File: config.mk
export PLATFORM = sky130hd
export DESIGN_NAME = request_slot_pool_dispatcher
export DESIGN_NICKNAME = d
export VERILOG_FILES = /design/src/hw/rtl/rspd_pkg.sv /design/src/hw/rtl/rspd_ram.sv /design/src/hw/rtl/rspd_store.sv /design/src/hw/rtl/request_slot_pool_dispatcher.sv
export SDC_FILE = /design/constraint.sdc
export NUM_CORES = 2
export LEC_CHECK = 0
export BUFFER_PORTS_ARGS = -buffer_cell sky130_fd_sc_hd__clkbuf_2
export CORE_AREA = 2 2 536 538
export CTS_CLUSTER_DIAMETER = 80
export CTS_CLUSTER_SIZE = 40
export DETAILED_ROUTE_END_ITERATION = 8
export DIE_AREA = 0 0 538 540
export SLEW_MARGIN = 40
export SYNTH_ARGS = -nofsm -noshare
export SYNTH_HDL_FRONTEND = slang
export SYNTH_SLANG_ARGS = --single-unit
File: constraint.sdc
create_clock -name clk -period 16.1 [get_ports clk]
set_input_delay 0.805 -clock clk [delete_from_list [all_inputs] [get_ports clk]]
set_output_delay 0.805 -clock clk [all_outputs]
set_load 0.005 [all_outputs]
File: src/hw/rtl/rspd_pkg.sv
// shared types, codes and constants of the request slot pool dispatcher
`default_nettype none
package rspd_pkg;

  localparam int SLOTS          = 64;
  localparam int SIZE_MAX_BYTES = 4096;
  localparam int SLOT_AW        = (SLOTS > 1) ? $clog2(SLOTS) : 1;
  localparam int SLOT_W         = 7;
  localparam int LEN_W          = 13;
  localparam int COUNT_W        = 7;
  localparam int CFG_IW         = 1;

  localparam logic [SLOT_W-1:0] NIL = 7'd127;

  localparam logic [2:0] OP_ALLOC_READ  = 3'd0;
  localparam logic [2:0] OP_ALLOC_WRITE = 3'd1;
  localparam logic [2:0] OP_FREE        = 3'd2;
  localparam logic [2:0] OP_QUERY_STATE = 3'd3;
  localparam logic [2:0] OP_DISPATCH    = 3'd4;
  localparam logic [2:0] OP_COMPLETE    = 3'd5;
  localparam logic [2:0] OP_QUERY_SIZE  = 3'd6;

  localparam logic [2:0] STS_OK           = 3'd0;
  localparam logic [2:0] STS_TOO_LONG     = 3'd1;
  localparam logic [2:0] STS_OUT_OF_SLOTS = 3'd2;
  localparam logic [2:0] STS_INVALID_SLOT = 3'd3;
  localparam logic [2:0] STS_NOTHING      = 3'd4;
  localparam logic [2:0] STS_NO_CURRENT   = 3'd5;

  localparam logic [2:0] SLOT_VACANT   = 3'd0;
  localparam logic [2:0] SLOT_WAITING  = 3'd1;
  localparam logic [2:0] SLOT_PROGRESS = 3'd2;
  localparam logic [2:0] SLOT_DONE     = 3'd3;
  localparam logic [2:0] SLOT_ERROR    = 3'd4;

  localparam logic [1:0] CMD_NONE  = 2'd0;
  localparam logic [1:0] CMD_READ  = 2'd1;
  localparam logic [1:0] CMD_WRITE = 2'd2;

  localparam logic [CFG_IW-1:0] CFG_KEY_LIMIT  = 1'd0;
  localparam logic [CFG_IW-1:0] CFG_DATA_LIMIT = 1'd1;

  typedef struct packed {
    logic [2:0]       op;
    logic [6:0]       slot_index;
    logic [LEN_W-1:0] key_length;
    logic [LEN_W-1:0] data_length;
    logic             transfer_failed;
    logic [LEN_W-1:0] transfer_size;
  } rspd_req_t;

  typedef struct packed {
    logic [2:0]         status;
    logic [5:0]         slot_out;
    logic [2:0]         slot_state;
    logic [1:0]         command;
    logic [LEN_W-1:0]   slot_size;
    logic [COUNT_W-1:0] free_count;
  } rspd_rsp_t;

  typedef struct packed {
    logic [2:0]       state;
    logic [1:0]       command;
    logic [LEN_W-1:0] size;
  } rspd_info_t;

  typedef struct packed {
    logic [SLOT_W-1:0] nxt;
    logic [SLOT_W-1:0] prv;
  } rspd_link_t;

  typedef struct packed {
    logic               info_we;
    logic [SLOT_AW-1:0] info_waddr;
    rspd_info_t         info_wdata;
    logic [SLOT_AW-1:0] info_raddr;
    logic               link_we;
    logic [SLOT_AW-1:0] link_waddr;
    rspd_link_t         link_wdata;
    logic [SLOT_AW-1:0] link_raddr;
  } rspd_mem_cmd_t;

  function automatic rspd_link_t link_reset(logic [SLOT_AW-1:0] a);
    rspd_link_t l;
    l.nxt = (32'(a) + 1 < SLOTS) ? SLOT_W'(32'(a) + 1) : NIL;
    l.prv = (a != '0) ? SLOT_W'(32'(a) - 1) : NIL;
    return l;
  endfunction

endpackage
`default_nettype wire

File: src/hw/rtl/rspd_ram.sv
// generic single write, single registered read ram
`default_nettype none
module rspd_ram #(
  parameter int WIDTH = 8,
  parameter int DEPTH = 64,
  localparam int AW = (DEPTH > 1) ? $clog2(DEPTH) : 1
) (
  input  wire logic             clk,
  input  wire logic             we,
  input  wire logic [AW-1:0]    waddr,
  input  wire logic [WIDTH-1:0] wdata,
  input  wire logic [AW-1:0]    raddr,
  output logic      [WIDTH-1:0] rdata
);

  logic [WIDTH-1:0] mem [DEPTH];

  always_ff @(posedge clk) begin
    if (we) begin
      mem[waddr] <= wdata;
    end
    rdata <= mem[raddr];
  end

endmodule
`default_nettype wire

File: src/hw/rtl/rspd_store.sv
// slot info and link memories with per-entry written flags for reset values
`default_nettype none
module rspd_store (
  input  wire logic                   clk,
  input  wire logic                   rst,
  input  wire rspd_pkg::rspd_mem_cmd_t cmd,
  output rspd_pkg::rspd_info_t         info_rd,
  output rspd_pkg::rspd_link_t         link_rd
);
  import rspd_pkg::*;

  logic [SLOTS-1:0]   info_vld;
  logic [SLOTS-1:0]   link_vld;
  logic               info_hit;
  logic               link_hit;
  logic [SLOT_AW-1:0] link_raddr_q;
  rspd_info_t         info_ram;
  rspd_link_t         link_ram;

  rspd_ram #(.WIDTH($bits(rspd_info_t)), .DEPTH(SLOTS)) u_info_ram (
    .clk   (clk),
    .we    (cmd.info_we),
    .waddr (cmd.info_waddr),
    .wdata (cmd.info_wdata),
    .raddr (cmd.info_raddr),
    .rdata (info_ram)
  );

  rspd_ram #(.WIDTH($bits(rspd_link_t)), .DEPTH(SLOTS)) u_link_ram (
    .clk   (clk),
    .we    (cmd.link_we),
    .waddr (cmd.link_waddr),
    .wdata (cmd.link_wdata),
    .raddr (cmd.link_raddr),
    .rdata (link_ram)
  );

  always_ff @(posedge clk) begin
    if (rst) begin
      info_vld <= '0;
      link_vld <= '0;
      info_hit <= 1'b0;
      link_hit <= 1'b0;
    end else begin
      info_hit <= info_vld[cmd.info_raddr];
      link_hit <= link_vld[cmd.link_raddr];
      if (cmd.info_we) begin
        info_vld[cmd.info_waddr] <= 1'b1;
      end
      if (cmd.link_we) begin
        link_vld[cmd.link_waddr] <= 1'b1;
      end
    end
  end

  always_ff @(posedge clk) begin
    link_raddr_q <= cmd.link_raddr;
  end

  // vacant, no command, zero size
  assign info_rd = info_hit ? info_ram : '0;
  assign link_rd = link_hit ? link_ram : link_reset(link_raddr_q);

endmodule
`default_nettype wire

File: src/hw/rtl/request_slot_pool_dispatcher.sv
// request slot pool dispatcher top level: operation sequencer and output register
// from accept to result in the output register: refused operations and unknown op pass exec only,
// queries pass exec and query, complete passes exec and complete, allocation passes exec, alloc and,
// behind a tail, alloc_tail; free passes exec, free, free_next and/or free_prev; dispatch passes exec and walk
// one item is in flight at a time; the next is taken in the cycle after the result is loaded
// after reset the pool is ready in the next cycle: written flags give the reset contents
`default_nettype none
module request_slot_pool_dispatcher (
  input  wire logic                              clk,
  input  wire logic                              rst,
  input  wire logic                              in_valid,
  output logic                                   in_stall,
  input  wire rspd_pkg::rspd_req_t               in_data,
  output logic                                   out_valid,
  input  wire logic                              out_stall,
  output rspd_pkg::rspd_rsp_t                    out_data,
  input  wire logic                              cfg_write,
  input  wire logic [rspd_pkg::CFG_IW-1:0]       cfg_index,
  input  wire logic [rspd_pkg::LEN_W-1:0]        cfg_data
);
  import rspd_pkg::*;

  typedef enum logic [10:0] {
    S_IDLE       = 11'b00000000001,
    S_EXEC       = 11'b00000000010,
    S_ALLOC      = 11'b00000000100,
    S_ALLOC_TAIL = 11'b00000001000,
    S_FREE       = 11'b00000010000,
    S_FREE_NEXT  = 11'b00000100000,
    S_FREE_PREV  = 11'b00001000000,
    S_QUERY      = 11'b00010000000,
    S_WALK       = 11'b00100000000,
    S_COMPLETE   = 11'b01000000000,
    S_OUT        = 11'b10000000000
  } fsm_t;

  localparam logic [16:0] SIZE_CAP = 17'(SIZE_MAX_BYTES);

  fsm_t               state;
  rspd_req_t          req;
  logic [SLOT_W-1:0]  slot;
  logic [SLOT_W-1:0]  nx;
  logic [SLOT_W-1:0]  pv;
  logic [COUNT_W-1:0] walk_n;
  logic [SLOT_W-1:0]  vacant_head;
  logic [SLOT_W-1:0]  queue_head;
  logic [SLOT_W-1:0]  queue_tail;
  logic [SLOT_W-1:0]  current_slot;
  logic [COUNT_W-1:0] vacant_count;
  logic [LEN_W-1:0]   key_limit;
  logic [LEN_W-1:0]   data_limit;
  logic [2:0]         res_status;
  logic [SLOT_W-1:0]  res_slot;
  logic [2:0]         res_state;
  logic [1:0]         res_cmd;
  logic [LEN_W-1:0]   res_size;

  rspd_mem_cmd_t mem_cmd;
  rspd_info_t    info_rd;
  rspd_link_t    link_rd;
  rspd_info_t    done_info;
  logic [LEN_W-1:0] read_cap;
  logic          too_long;
  logic          finished;
  logic          out_load;

  function automatic logic valid_slot(logic [SLOT_W-1:0] s);
    return 32'(s) < SLOTS;
  endfunction

  function automatic logic [SLOT_AW-1:0] addr(logic [SLOT_W-1:0] s);
    return s[SLOT_AW-1:0];
  endfunction

  rspd_store u_store (
    .clk     (clk),
    .rst     (rst),
    .cmd     (mem_cmd),
    .info_rd (info_rd),
    .link_rd (link_rd)
  );

  assign too_long = (req.key_length >= key_limit) ||
                    (req.op == OP_ALLOC_WRITE && req.data_length >= data_limit);
  assign finished = (info_rd.state == SLOT_DONE) || (info_rd.state == SLOT_ERROR);
  assign read_cap = ({4'b0, data_limit} > SIZE_CAP) ? SIZE_CAP[LEN_W-1:0] : data_limit;

  always_comb begin
    done_info = info_rd;
    if (req.transfer_failed) begin
      done_info.state = SLOT_ERROR;
    end else begin
      done_info.state = SLOT_DONE;
      if (info_rd.command == CMD_READ) begin
        done_info.size = (req.transfer_size > read_cap) ? read_cap : req.transfer_size;
      end
    end
  end

  // memory access per sequencer step
  always_comb begin
    mem_cmd = '0;
    case (state)
      S_EXEC: begin
        case (req.op)
          OP_ALLOC_READ, OP_ALLOC_WRITE: begin
            mem_cmd.link_raddr = addr(vacant_head);
          end
          OP_FREE: begin
            mem_cmd.info_raddr = addr(req.slot_index);
            mem_cmd.link_raddr = addr(req.slot_index);
          end
          OP_QUERY_STATE, OP_QUERY_SIZE: begin
            mem_cmd.info_raddr = addr(req.slot_index);
          end
          OP_DISPATCH: begin
            mem_cmd.info_raddr = addr(queue_head);
            mem_cmd.link_raddr = addr(queue_head);
          end
          OP_COMPLETE: begin
            mem_cmd.info_raddr = addr(current_slot);
          end
          default: begin
            mem_cmd = '0;
          end
        endcase
      end
      S_ALLOC: begin
        mem_cmd.info_we    = 1'b1;
        mem_cmd.info_waddr = addr(slot);
        mem_cmd.info_wdata.state   = SLOT_WAITING;
        mem_cmd.info_wdata.command = (req.op == OP_ALLOC_READ) ? CMD_READ : CMD_WRITE;
        mem_cmd.info_wdata.size    = (req.op == OP_ALLOC_READ) ? '0 : req.data_length;
        mem_cmd.link_we    = 1'b1;
        mem_cmd.link_waddr = addr(slot);
        mem_cmd.link_wdata = '{nxt: NIL, prv: queue_tail};
        mem_cmd.link_raddr = addr(queue_tail);
      end
      S_ALLOC_TAIL: begin
        mem_cmd.link_we    = 1'b1;
        mem_cmd.link_waddr = addr(queue_tail);
        mem_cmd.link_wdata = '{nxt: slot, prv: link_rd.prv};
      end
      S_FREE: begin
        if (finished) begin
          mem_cmd.info_we    = 1'b1;
          mem_cmd.info_waddr = addr(slot);
          mem_cmd.info_wdata = '{state: SLOT_VACANT, command: info_rd.command,
                                 size: info_rd.size};
          mem_cmd.link_we    = 1'b1;
          mem_cmd.link_waddr = addr(slot);
          mem_cmd.link_wdata = '{nxt: vacant_head, prv: NIL};
          mem_cmd.link_raddr = valid_slot(link_rd.nxt) ? addr(link_rd.nxt) : addr(link_rd.prv);
        end
      end
      S_FREE_NEXT: begin
        mem_cmd.link_we    = 1'b1;
        mem_cmd.link_waddr = addr(nx);
        mem_cmd.link_wdata = '{nxt: link_rd.nxt, prv: pv};
        mem_cmd.link_raddr = addr(pv);
      end
      S_FREE_PREV: begin
        mem_cmd.link_we    = 1'b1;
        mem_cmd.link_waddr = addr(pv);
        mem_cmd.link_wdata = '{nxt: nx, prv: link_rd.prv};
      end
      S_WALK: begin
        if (info_rd.state == SLOT_WAITING) begin
          mem_cmd.info_we    = 1'b1;
          mem_cmd.info_waddr = addr(slot);
          mem_cmd.info_wdata = '{state: SLOT_PROGRESS, command: info_rd.command,
                                 size: info_rd.size};
        end else begin
          mem_cmd.info_raddr = addr(link_rd.nxt);
          mem_cmd.link_raddr = addr(link_rd.nxt);
        end
      end
      S_COMPLETE: begin
        mem_cmd.info_we    = 1'b1;
        mem_cmd.info_waddr = addr(slot);
        mem_cmd.info_wdata = done_info;
      end
      default: begin
        mem_cmd = '0;
      end
    endcase
  end

  assign in_stall = (state != S_IDLE);
  assign out_load = (state == S_OUT) && (!out_valid || !out_stall);

  always_ff @(posedge clk) begin
    if (rst) begin
      state        <= S_IDLE;
      vacant_head  <= '0;
      queue_head   <= NIL;
      queue_tail   <= NIL;
      current_slot <= NIL;
      vacant_count <= COUNT_W'(SLOTS);
      key_limit    <= LEN_W'(256);
      data_limit   <= LEN_W'(4096);
      out_valid    <= 1'b0;
    end else begin
      if (cfg_write) begin
        case (cfg_index)
          CFG_KEY_LIMIT:  key_limit  <= cfg_data;
          CFG_DATA_LIMIT: data_limit <= cfg_data;
          default:        key_limit  <= key_limit;
        endcase
      end
      if (out_load) begin
        out_valid <= 1'b1;
      end else if (!out_stall) begin
        out_valid <= 1'b0;
      end
      case (state)
        S_IDLE: begin
          if (in_valid) begin
            state <= S_EXEC;
          end
        end
        S_EXEC: begin
          state <= S_OUT;
          case (req.op)
            OP_ALLOC_READ, OP_ALLOC_WRITE: begin
              if (!too_long && vacant_count != '0 && valid_slot(vacant_head)) begin
                state <= S_ALLOC;
              end
            end
            OP_FREE, OP_QUERY_STATE, OP_QUERY_SIZE: begin
              if (valid_slot(req.slot_index)) begin
                state <= (req.op == OP_FREE) ? S_FREE : S_QUERY;
              end
            end
            OP_DISPATCH: begin
              if (!valid_slot(current_slot) && valid_slot(queue_head)) begin
                state <= S_WALK;
              end
            end
            OP_COMPLETE: begin
              if (valid_slot(current_slot)) begin
                state <= S_COMPLETE;
              end
            end
            default: begin
              state <= S_OUT;
            end
          endcase
        end
        S_ALLOC: begin
          vacant_head  <= link_rd.nxt;
          vacant_count <= vacant_count - COUNT_W'(1);
          if (valid_slot(queue_tail)) begin
            state <= S_ALLOC_TAIL;
          end else begin
            queue_head <= slot;
            queue_tail <= slot;
            state      <= S_OUT;
          end
        end
        S_ALLOC_TAIL: begin
          queue_tail <= slot;
          state      <= S_OUT;
        end
        S_FREE: begin
          state <= S_OUT;
          if (finished) begin
            if (32'(vacant_count) < SLOTS) begin
              vacant_count <= vacant_count + COUNT_W'(1);
            end
            if (queue_head == slot) begin
              queue_head <= link_rd.nxt;
            end
            if (queue_tail == slot) begin
              queue_tail <= link_rd.prv;
            end
            vacant_head <= slot;
            if (valid_slot(link_rd.nxt)) begin
              state <= S_FREE_NEXT;
            end else if (valid_slot(link_rd.prv)) begin
              state <= S_FREE_PREV;
            end
          end
        end
        S_FREE_NEXT: begin
          state <= valid_slot(pv) ? S_FREE_PREV : S_OUT;
        end
        S_FREE_PREV: begin
          state <= S_OUT;
        end
        S_QUERY: begin
          state <= S_OUT;
        end
        S_WALK: begin
          if (info_rd.state == SLOT_WAITING) begin
            current_slot <= slot;
            state        <= S_OUT;
          end else if (!(32'(walk_n) < SLOTS && valid_slot(link_rd.nxt))) begin
            state <= S_OUT;
          end
        end
        S_COMPLETE: begin
          current_slot <= NIL;
          state        <= S_OUT;
        end
        S_OUT: begin
          if (out_load) begin
            state <= S_IDLE;
          end
        end
        default: begin
          state <= S_IDLE;
        end
      endcase
    end
  end

  // working registers and result fields
  always_ff @(posedge clk) begin
    case (state)
      S_IDLE: begin
        req <= in_data;
      end
      S_EXEC: begin
        res_status <= STS_OK;
        res_slot   <= '0;
        res_state  <= SLOT_VACANT;
        res_cmd    <= CMD_NONE;
        res_size   <= '0;
        walk_n     <= COUNT_W'(1);
        case (req.op)
          OP_ALLOC_READ, OP_ALLOC_WRITE: begin
            slot <= vacant_head;
            if (too_long) begin
              res_status <= STS_TOO_LONG;
            end else if (vacant_count == '0 || !valid_slot(vacant_head)) begin
              res_status <= STS_OUT_OF_SLOTS;
            end
          end
          OP_FREE, OP_QUERY_STATE, OP_QUERY_SIZE: begin
            slot <= req.slot_index;
            if (!valid_slot(req.slot_index)) begin
              res_status <= STS_INVALID_SLOT;
            end
          end
          OP_DISPATCH: begin
            slot <= queue_head;
            if (valid_slot(current_slot) || !valid_slot(queue_head)) begin
              res_status <= STS_NOTHING;
            end
          end
          OP_COMPLETE: begin
            slot <= current_slot;
            if (!valid_slot(current_slot)) begin
              res_status <= STS_NO_CURRENT;
            end
          end
          default: begin
            slot <= '0;
          end
        endcase
      end
      S_ALLOC: begin
        res_slot <= slot;
      end
      S_FREE: begin
        nx <= link_rd.nxt;
        pv <= link_rd.prv;
        if (!finished) begin
          res_status <= STS_INVALID_SLOT;
        end
      end
      S_QUERY: begin
        if (req.op == OP_QUERY_STATE) begin
          res_slot  <= slot;
          res_state <= info_rd.state;
        end else if (info_rd.state != SLOT_DONE) begin
          res_status <= STS_INVALID_SLOT;
        end else begin
          res_slot  <= slot;
          res_state <= info_rd.state;
          res_size  <= info_rd.size;
        end
      end
      S_WALK: begin
        if (info_rd.state == SLOT_WAITING) begin
          res_slot  <= slot;
          res_state <= SLOT_PROGRESS;
          res_cmd   <= info_rd.command;
          res_size  <= info_rd.size;
        end else if (32'(walk_n) < SLOTS && valid_slot(link_rd.nxt)) begin
          slot   <= link_rd.nxt;
          walk_n <= walk_n + COUNT_W'(1);
        end else begin
          res_status <= STS_NOTHING;
        end
      end
      S_COMPLETE: begin
        res_slot  <= slot;
        res_state <= done_info.state;
        res_cmd   <= done_info.command;
        res_size  <= done_info.size;
      end
      default: begin
        slot <= slot;
      end
    endcase
    if (out_load) begin
      out_data <= '{status: res_status, slot_out: res_slot[5:0], slot_state: res_state,
                    command: res_cmd, slot_size: res_size, free_count: vacant_count};
    end
  end

  a_count_bound: assert property (@(posedge clk) disable iff (rst)
    32'(vacant_count) <= SLOTS)
    else $error("free count above pool size");

  a_current_ok: assert property (@(posedge clk) disable iff (rst)
    current_slot == NIL || valid_slot(current_slot))
    else $error("current slot out of range");

  a_walk_bound: assert property (@(posedge clk) disable iff (rst)
    state == S_WALK |-> 32'(walk_n) <= SLOTS)
    else $error("dispatch walk past pool size");

  a_one_word: assert property (@(posedge clk) disable iff (rst)
    in_valid && !in_stall |=> in_stall)
    else $error("second word taken while one is in flight");

endmodule
`default_nettype wire

==> run metrics <==
clock skew approximately 59 ps; total design power roughly 11 mW; ranking of synthesized cells by area edfxtp_1 (66%), nand2_1 (6.2%), dfxtp_1 (4.9%); Distinct cells, synth 86; Die Area ~290000 um^2; Final TNS setup 0 ps; CP bufs+invs 3; Detail Placement HPWL 157000 um; Final setup viols 0; final wirelength 278000 um; CP max stage cell inv_2; # hold bufs at CTS 0; CP top delay family simple AND/OR/NAND/NOR gates; Worst Path Class, Setup reg2reg; Min Hold Slack between 150 and 200 ps; hold path start in_data[49]; r2r setup slk a little over 9000 ps; Wirelength per Cell approximately 24 um; Starting Density 34.9%; post-synth top area share 66.1%; Post-Syn Instances between 7000 and 8000; largest net degree at the start of global routing 179; Final Instance Area between 100000 and 150000 um^2; synth-to-layout area growth 9.31%; initial antenna violation count 8; ys async rst share 0%; final worst slack 9340 ps; Layout Nets a little under 8000; Worst R2R Start state[4]; antenna viol nets, final 0; f_max around 150 MHz; cell taking the most area after synthesis edfxtp_1; Crit Path Max Fanout 70; I/O Buffers 104; die width ~540 um; max_slew headroom 38.1%; DR pass1 iterations 6; Longest Clk Path Bufs 3; # rows between 150 and 200; vias in the first global route about 60000; Clock transition at path regs 130 ps; Yosys reg bits 2428; critical path endpoint category flip-flop; Final Cycle Share a little over two fifths; outcome finished clean; Synth Area per Inst about 13 um^2; Worst Path Arrival roughly 7500 ps; yosys warns 0; Syn Nets 7878; vias per inst 5.58; Post-synth top flop edfxtp_1; total clock sinks 2428; via count about 64000; core box area 284000 um^2; hold endpoint req[49]; post-synthesis sequential area ratio between 70 and 80%; Routability Congestion 0.877; most frequent CP cell mux2i_1; worst-margin pin slew approximately 930 ps; filler cell count about 27000; GR Overflow Total 0; pwr/cell area a little over 100 nW/um^2; post-CTS sizing 0; fin crit period just under 7000 ps; commonest non-fill, non-tap cells in the layout edfxtp_1 (2187), nand2_1 (1627), nand3_1 (581); Setup Buffers After CTS 0; worst-path cell chain nor4b_1 > nand3_2 > inv_2 > nand2_1 > or3_1 > nand4_1 > buf_6 > buf_4 > mux2i_1 > mux2i_1 > a22oi_1 > o221ai_1 > nor3_1; DRC violations left 0; CP Data Required Time around 17000 ps; Post-Syn Area slightly below 100000 um^2; hold depth 1; Fin. Hold Viols 0; first-pass GRT wire length roughly 410000 um; Total GRT Usage 18.4%; Post-synth EDFFs ~2200; Leak between 30 and 40 nW; Die H 540 um; cts bufs inserted between 90 and 100; slowest cell delay on critical path approximately 900 ps; DR iter-0 viols around 7600; Pins Over Slew Limit 0; Worst-Skew Late Latency about 810 ps; commonest non-fill, non-tap cell in the layout edfxtp_1; Worst Reg-to-Reg Cells 13; H-tree levels 3; number of max-cap violations 0; share of layout cells above drive strength 1 around 9.1%; min-delay worst type in2reg; worst r2r dst u_store.u_link_ram.rdata[10]; Post-DP Area between 100000 and 150000 um^2; CTS tree done; # IOs about 110; DP Worst Slack around 9300 ps; root buf cell clkbuf_16; VDD IR max about 0.000088 V; Startpoint Class flip-flop; RSZ-0062 raised after global routing no
-- synthesized netlist by cell type, drive strengths merged, types with 32 or more instances --
cell	n
dfxtp	241
edfxtp	2187
ha	47
a31oi	160
nor2	416
a211o	54
nand2b	32
clkbuf	342
a22oi	45
mux2i	210
o22ai	38
buf	211
o21ai	57
and3	323
a211oi	388
nand3	585
nand2	1632
inv	59
a311oi	159
nor3	47
a21oi	211
-- state kept, by name, indices dropped and copies added (netlist names), 6 cells and up --
signal / cells
current_slot: 7
data_limit: 13
key_limit: 13
nx: 7
out_data: 34
pv: 7
queue_head: 7
queue_tail: 7
req: 50
res_size: 13
res_slot: 6
slot: 7
state: 11
u_store.info_vld: 64
u_store.link_raddr_q: 6
u_store.link_vld: 64
u_store.u_info_ram.mem: 1152
u_store.u_info_ram.rdata: 18
u_store.u_link_ram.mem: 896
u_store.u_link_ram.rdata: 14
vacant_count: 7
vacant_head: 7
walk_n: 7
-- report_power, final --
| part | total [mW] | switching, mW | internal [mW] |
|---|---|---|---|
| clock | 3.54 | 2.21 | 1.33 |
| sequential | 6.89 | 0.0582 | 6.83 |
| combinational | 0.642 | 0.428 | 0.214 |
-- metal layers --
metal | wire length, um | part of all wire (%) | up-vias | track usage, %
li1 | - | - | 28700 | -
met1 | 118000 | 42 | 32700 | 25.9
met2 | 133000 | 48 | 2430 | 30.0
met3 | 19700 | 7.1 | 329 | 2.29
met4 | 7840 | 2.8 | 2 | 5.06
met5 | 13 | 0.0047 | - | 0
-- worst register-to-register path, cell delays in order (launching register included) --
cell and delay [ps]:
dfxtp_1 490, nor4b_1 590, nand3_2 800, inv_2 930, nand2_1 430, or3_1 450, nand4_1 170, buf_6 550
buf_4 780, mux2i_1 280, mux2i_1 110, a22oi_1 550, o221ai_1 260, nor3_1 280
-- cell type report --
cell class              instances  area, um^2  share of cell area [%]
clock buffers                 109        2490                    2.30
inverters                      60         228                   0.210
flip-flops and latches       2428       70500                    64.9
repair buffers                331        2610                    2.40
multi-input cells            4720       26800                    24.7
clock inverters                75        1250                    1.15
well taps                    3762        4710                    4.33
diodes                          5        12.5                  0.0115
-- how the worst max path moves through the flow --
stage                     cells past startpoint                             to              from
after global placement                       13               u_store.info_hit  u_store.link_hit
after floorplan                               8  u_store.u_info_ram.mem[0][15]          state[2]
after global routing                         13   u_store.u_link_ram.rdata[10]          state[4]
final                                        13   u_store.u_link_ram.rdata[10]          state[4]
after detailed placement                     13   u_store.u_link_ram.rdata[10]          state[6]
after CTS                                    13   u_store.u_link_ram.rdata[10]          state[6]
-- cell families (layout without fill, tap and decap cells) --
logic type      count (synthesis)  count (layout)  synth area share, %
buf+inv                       613             575                 2.75
flops                        2428            2428                 70.9
other cells                     0               5                    0
mux                           221             221                 2.24
simple gates                 3149            3149                 14.0
compound gates               1272            1272                 9.16
xor+xnor                       29              29                0.256
fa+ha+maj                      49              49                0.622
-- per-stage QoR --
step | instances | utilization [%]
2_1_floorplan | 7761 | -
4_1_cts | 11500 | 38.1
3_5_place_dp | 11300 | 36.8
5_1_grt | 11500 | 38.2
6_report | 11500 | 38.2
3_3_place_gp | 11300 | 36.6
Power figures use the tool's default switching activity.
